## src/hdl/cfl_pkg.sv

```systemverilog
// Shared types and constants of the circular free-list engine.
// No dependencies; imported by the sequencer and the top level.
package cfl_pkg;

	// Field widths of the stream items
	localparam int IDX_FIELD_W = 10;
	localparam int COUNT_W     = 11;
	localparam int S_TDATA_W   = 16;
	localparam int M_TDATA_W   = 24;

	// Count saturates at its field maximum
	localparam logic [COUNT_W-1:0] COUNT_MAX = {COUNT_W{1'b1}};

	// Command codes (carried in s_tuser)
	localparam logic CMD_INSERT = 1'b0;
	localparam logic CMD_DELETE = 1'b1;

	// Status codes (carried in m_tuser)
	localparam logic STATUS_DONE  = 1'b0;
	localparam logic STATUS_EMPTY = 1'b1;

	// Sequencer states
	typedef enum logic [2:0] {
		S_IDLE,
		S_REDUCE,
		S_ACCESS,
		S_LINK,
		S_FINISH
	} cfl_state_t;

endpackage : cfl_pkg

```

## src/hdl/cfl_ctrl.sv

```systemverilog
// Sequencer of the free-list engine: index reduction, link memory accesses,
// head and count registers, and the result register.
// Depends on cfl_pkg.
module cfl_ctrl #(
	parameter int DEPTH = 1024
) (
	input  logic                           clk,
	input  logic                           arst_n,
	// input item
	input  logic                           in_valid,
	output logic                           in_ready,
	input  logic                           in_cmd,
	input  logic [cfl_pkg::IDX_FIELD_W-1:0] in_idx,
	// result item
	output logic                           out_valid,
	input  logic                           out_ready,
	output logic                           out_status,
	output logic [cfl_pkg::IDX_FIELD_W-1:0] out_head,
	output logic [cfl_pkg::COUNT_W-1:0]     out_count,
	output logic                           out_empty,
	// next-link memory
	output logic                           nxt_we,
	output logic [$clog2(DEPTH)-1:0]       nxt_waddr,
	output logic [$clog2(DEPTH)-1:0]       nxt_wdata,
	output logic [$clog2(DEPTH)-1:0]       nxt_raddr,
	input  logic [$clog2(DEPTH)-1:0]       nxt_rdata,
	// previous-link memory
	output logic                           prv_we,
	output logic [$clog2(DEPTH)-1:0]       prv_waddr,
	output logic [$clog2(DEPTH)-1:0]       prv_wdata,
	output logic [$clog2(DEPTH)-1:0]       prv_raddr,
	input  logic [$clog2(DEPTH)-1:0]       prv_rdata
);

	import cfl_pkg::*;

	localparam int AW = $clog2(DEPTH);
	localparam logic [IDX_FIELD_W:0] DEPTH_W = (IDX_FIELD_W+1)'(DEPTH);

	cfl_state_t state_q, state_d;

	logic                   cmd_q;
	logic [IDX_FIELD_W-1:0] idx_q, idx_d;
	logic [AW-1:0]          head_q, head_d;
	logic [COUNT_W-1:0]     count_q, count_d;
	logic                   err_q, err_d;
	logic                   load_out;

	logic [IDX_FIELD_W:0]   sub_diff;
	logic                   in_ge, idx_ge;
	logic [AW-1:0]          blk;

	// Shared compare and subtract unit for the modulo reduction; the input index has its own compare
	assign sub_diff = {1'b0, idx_q} - DEPTH_W;
	assign idx_ge   = !sub_diff[IDX_FIELD_W];
	assign in_ge    = {1'b0, in_idx} >= DEPTH_W;
	assign blk      = idx_q[AW-1:0];

	// State register and working registers
	always_ff @(posedge clk or negedge arst_n) begin
		if (!arst_n) begin
			state_q <= S_IDLE;
			head_q  <= '0;
			count_q <= '0;
		end else begin
			state_q <= state_d;
			head_q  <= head_d;
			count_q <= count_d;
		end
	end

	always_ff @(posedge clk) begin
		idx_q <= idx_d;
		err_q <= err_d;
		if (in_valid && in_ready) begin
			cmd_q <= in_cmd;
		end
	end

	// Result register: hold until the receiver takes the transfer
	always_ff @(posedge clk or negedge arst_n) begin
		if (!arst_n) begin
			out_valid <= 1'b0;
		end else if (load_out) begin
			out_valid <= 1'b1;
		end else if (out_ready) begin
			out_valid <= 1'b0;
		end
	end

	always_ff @(posedge clk) begin
		if (load_out) begin
			out_status <= err_q;
			out_head   <= IDX_FIELD_W'(head_q);
			out_count  <= count_q;
			out_empty  <= (count_q == '0);
		end
	end

	// Next state, memory accesses and register updates
	always_comb begin
		state_d   = state_q;
		idx_d     = idx_q;
		head_d    = head_q;
		count_d   = count_q;
		err_d     = err_q;
		load_out  = 1'b0;
		in_ready  = 1'b0;
		nxt_we    = 1'b0;
		nxt_waddr = blk;
		nxt_wdata = head_q;
		nxt_raddr = blk;
		prv_we    = 1'b0;
		prv_waddr = head_q;
		prv_wdata = blk;
		prv_raddr = blk;

		case (state_q)
			S_IDLE: begin
				in_ready = 1'b1;
				if (in_valid) begin
					idx_d   = in_idx;
					err_d   = STATUS_DONE;
					state_d = in_ge ? S_REDUCE : S_ACCESS;
				end
			end

			S_REDUCE: begin
				// Subtract the depth until the index fits
				if (idx_ge) begin
					idx_d = sub_diff[IDX_FIELD_W-1:0];
				end else begin
					state_d = S_ACCESS;
				end
			end

			S_ACCESS: begin
				state_d = S_FINISH;
				if (cmd_q == CMD_INSERT) begin
					if (count_q == '0) begin
						// First block links to itself
						nxt_we    = 1'b1;
						nxt_waddr = blk;
						nxt_wdata = blk;
						prv_we    = 1'b1;
						prv_waddr = blk;
						prv_wdata = blk;
						head_d    = blk;
						count_d   = COUNT_W'(1);
					end else begin
						// Fetch the tail; link block to the old head
						prv_raddr = head_q;
						nxt_we    = 1'b1;
						nxt_waddr = blk;
						nxt_wdata = head_q;
						prv_we    = 1'b1;
						prv_waddr = head_q;
						prv_wdata = blk;
						state_d   = S_LINK;
					end
				end else begin
					if (count_q == '0) begin
						err_d = STATUS_EMPTY;
					end else if (count_q == COUNT_W'(1)) begin
						// Last entry: drop the whole list
						head_d  = '0;
						count_d = '0;
					end else begin
						// Fetch both neighbours of the block
						prv_raddr = blk;
						nxt_raddr = blk;
						state_d   = S_LINK;
					end
				end
			end

			S_LINK: begin
				state_d = S_FINISH;
				if (cmd_q == CMD_INSERT) begin
					// Close the ring from the tail to the new head
					nxt_we    = 1'b1;
					nxt_waddr = prv_rdata;
					nxt_wdata = blk;
					prv_we    = 1'b1;
					prv_waddr = blk;
					prv_wdata = prv_rdata;
					head_d    = blk;
					if (count_q != COUNT_MAX) begin
						count_d = count_q + COUNT_W'(1);
					end
				end else begin
					// Bridge predecessor and successor
					prv_we    = 1'b1;
					prv_waddr = nxt_rdata;
					prv_wdata = prv_rdata;
					nxt_we    = 1'b1;
					nxt_waddr = prv_rdata;
					nxt_wdata = nxt_rdata;
					if (blk == head_q) begin
						head_d = nxt_rdata;
					end
					count_d = count_q - COUNT_W'(1);
				end
			end

			S_FINISH: begin
				// Wait for a free result slot
				if (!out_valid || out_ready) begin
					load_out = 1'b1;
					state_d  = S_IDLE;
				end
			end

			default: begin
				state_d = S_IDLE;
			end
		endcase
	end

endmodule : cfl_ctrl

```

## config.mk

```make
export PLATFORM = sky130hd
export DESIGN_NAME = cfl_ctrl
export DESIGN_NICKNAME = d
export VERILOG_FILES = /design/src/hdl/cfl_pkg.sv /design/src/hdl/cfl_ctrl.sv
export SDC_FILE = /design/constraint.sdc
export NUM_CORES = 1
export LEC_CHECK = 0
export ABC_AREA = 1
export BUFFER_PORTS_ARGS = -buffer_cell sky130_fd_sc_hd__buf_2
export CORE_MARGIN = 2
export CORE_UTILIZATION = 51
export CTS_CLUSTER_DIAMETER = 100
export DETAILED_ROUTE_END_ITERATION = 8
export HOLD_SLACK_MARGIN = 0.08
export PLACE_DENSITY = 0.91
export SLEW_MARGIN = 20
export SYNTH_ARGS = -nofsm -noshare
export SYNTH_HDL_FRONTEND = slang
export SYNTH_SLANG_ARGS = --single-unit
export TNS_END_PERCENT = 100
```

## constraint.sdc

```tcl
create_clock -name clk -period 2.7 [get_ports clk]
set_input_delay 0.405 -clock clk [delete_from_list [all_inputs] [get_ports clk]]
set_output_delay 0.405 -clock clk [all_outputs]
set_load 0.01 [all_outputs]
```

==> key figures <==
Outcome
  • Run status: completed

Drt
  • DRT Pass-1 Iters: 5
  • DR vias/cell: between 5 and 6
  • Post-route DRC violation count: 0
  • Drt wl/cell: around 15 um
  • Final wirelength: a little over 10000 um
  • Vias post-DR: around 3.7k
  • ANT nets after route: 0
  • Starting DRT DRC Count: 408

Placed design
  • Dpl hpwl: roughly 7400 um
  • I/O Buffers: around 120
  • Place WS: 0.3735 ns
  • GPL Wtd Cong: between 0.8 and 0.9
  • DP Cell Count: ~680

Timing
  • Slew @ Worst Pin: 0.6381 ns
  • Hold WS: 0.08545 ns
  • Post-Route Setup TNS: 0 ns
  • Worst Skew: roughly 0.01 ns
  • Final worst slack: between 0.15 and 0.2 ns
  • Max-slew violations: 0
  • Final period util: a little over nine tenths
  • # setup viols final: 0
  • Rel. slew slack: 57.46%
  • RSZ-0062 raised after global routing: no
  • Final Hold Vio Count: 0
  • F_max: a little under 0.4 GHz
  • Crit path time final: roughly 2.5 ns

Worst setup path
  • Max stage delay on crit path: around 0.45 ns
  • CP Cell Sequence: inv_1, ha_1, nand2_2, nor2_4, buf_4, nand3_1, nand2_1, o221ai_1, buf_2
  • R2r worst-path depth: 10
  • Crit. End Element: output pin
  • Critical Path Slowest Stage Cell: dfrtp_2
  • Critical Path AT: ~2.1 ns
  • Number of cells on the critical path: 9
  • WP buf/inv: 3
  • Worst setup SP type: flip-flop
  • Critical path type: flip-flop to output pin
  • Critical path fanouts, max: 7
  • CP top delay family: simple AND/OR/NAND/NOR gates
  • Required time of the critical path: about 2.3 ns

Global route
  • Remaining Overflow, GRT: 0
  • Largest net degree at the start of global routing: 38
  • Number of global-route vias before repair: ~3.3k
  • Initial antenna violation count: 0
  • Global-route wire length before repair: between 15000 and 20000 um
  • Total GRT Usage: between 20 and 30%

Clock tree
  • Clock root cell: clkbuf_8
  • Longest Clk Path Bufs: 2
  • Worst skew pair latency: 0.34 ns
  • CTS Buf Count: 9
  • H-tree levels: 3
  • Sinks on Clock Net: 60
  • CTS tree: done
  • Worst-path clk slew: ~0.070 ns

Worst hold path
  • Hold/Removal Path Class: input port to async pin

Logic synthesis
  • Number of synthesized register bits: 60
  • Asr flop ratio synth: 41.67%
  • Yosys cell types: 32
  • Most common cell in the netlist: nand2_1
  • Area leader, netlist: edfxtp_1
  • Syn Nets: 529
  • Syn avg cell area: 7.609 um2
  • Yosys warns: 0
  • Top-area cell type share of the netlist area: 28.19%
  • Most instantiated cells after synthesis: nand2_1 (179), inv_1 (49), nand3_1 (39), edfxtp_1 (35), nor2_1 (30)
  • Post-synthesis cell count: 490
  • Synth top area cells: edfxtp_1 (28%), nand2_1 (18%), dfrtp_1 (17%), nand3_1 (5.2%), buf_4 (5.0%)
  • Mapped cell area: between 0.003 and 0.004 mm2
  • Sequential share of the synthesized area: ~45%
  • Post-synth EDFFs: 35
  • Main synth FF type: edfxtp_1

Pwr
  • Max VDD drop: about 0.00069 V
  • P_leak: 2.315 nW
  • Power Dens Cells: about 1300 mW/mm2

Layout
  • Ant. Diodes: 0
  • Count of non-filler cells in the finished layout: between 600 and 700
  • Fillers: ~600
  • Final core utilization: 62.44%
  • Nets: 632
  • Share of layout cells above drive strength 1: between 20% and 30%
  • Layout area overhead: 20.17%

Die
  • Starting Density: 51.96%
  • Die W: slightly below 90 um
  • Core box area: between 0.007 and 0.008 mm2
  • # rows: 31
  • # IOs: between 100 and 150
  • Die height: just under 90 um
  • Total die area: roughly 0.0080 mm2

Job
  • Max Cap Viol: 0
==> cell families (layout without fill, tap and decap cells) <==
group / Yosys count / count (layout) / synth area share [%]
and+or+nand+nor: 275 / 275 / 31.54
buffers and inverters: 88 / 196 / 12.11
AOI/OAI and AO/OA: 58 / 58 / 8.859
xor gates and xnor gates: 5 / 5 / 1.174
adders and majority gates: 4 / 4 / 1.342
DFF: 60 / 60 / 44.97
==> through the flow <==
step	cell area, um2	total power (W)
after floorplan	3729	0.004205
after global placement	4242	0.004839
after detailed placement	4242	0.004982
after CTS	4434	0.005804
after global routing	4481	0.006566
final	4481	0.006043
==> layer usage <==
layer  vias to the layer above  wire length, um  share of wire, %  track usage [%]
li1                       1764                -                 -                -
met1                      1689             4160                41            34.24
met2                       230             4948                48            41.41
met3                        34              880               8.6            5.633
met4                         0              272               2.7            9.091
met5                         -                0                 0                0
==> state kept, by name, indices dropped and copies added, names as in the netlist <==
| name | cells |
|---|---|
| count_q | 11 |
| out_count | 11 |
| blk | 10 |
| head_q | 10 |
| out_head | 10 |
| state_q | 3 |
| cmd_q | 1 |
| err_q | 1 |
| out_empty | 1 |
| out_status | 1 |
| out_valid | 1 |
==> report_power, final <==
group	internal (W)	total, W	leakage (nW)	switching, W
clock network	0.000445	0.000806	0.0967	0.000360
registers	0.00131	0.00155	0.659	0.000243
logic	0.00124	0.00369	1.56	0.00245
==> cell type report <==
class | count | area (um2) | share of cell area (%)
timing repair buffer | 128 | 670.6 | 14.97
clock inverter | 5 | 51.30 | 1.145
multi-input combinational | 342 | 1617 | 36.08
tap | 99 | 123.9 | 2.765
clock buffer | 11 | 141.4 | 3.156
inverter | 52 | 198.9 | 4.440
sequential | 60 | 1678 | 37.45
==> placed cells by master, fill, tap and decap left out, types with 7 or more instances in the layout <==
cell type / instances
nand2_1: 178
dfrtp_1: 24
nand2_2: 15
clkbuf_8: 10
nor2_1: 28
inv_1: 47
edfxtp_1: 35
nand3_1: 39
a21oi_1: 9
o21ai_0: 28
o21ai_1: 7
buf_2: 121
==> what timing repair did <==
action                                  CTS  global route
buffers inserted                          0             4
hold buffers                              0             0
endpoints found under the setup margin    0            27
resized for setup                         0             5
==> worst paths after layout <==
check | start | to | slack [ns]
max | count_q[0]$_DFFE_PN0P_ | nxt_wdata[3] | 0.15
min | arst_n | head_q[0]$_DFFE_PN0P_ | 0.09
max reg2reg | count_q[0]$_DFFE_PN0P_ | count_q[0]$_DFFE_PN0P_ | 0.63
min reg2reg | err_q$_DFFE_PP_ | out_status$_DFFE_PP_ | 0.42
max in group asynchronous | arst_n | count_q[0]$_DFFE_PN0P_ | 2.16
min in group clk | in_idx[1] | blk[1]$_DFFE_PP_ | 0.23
Note: power is estimated with default switching activity, not from simulation.
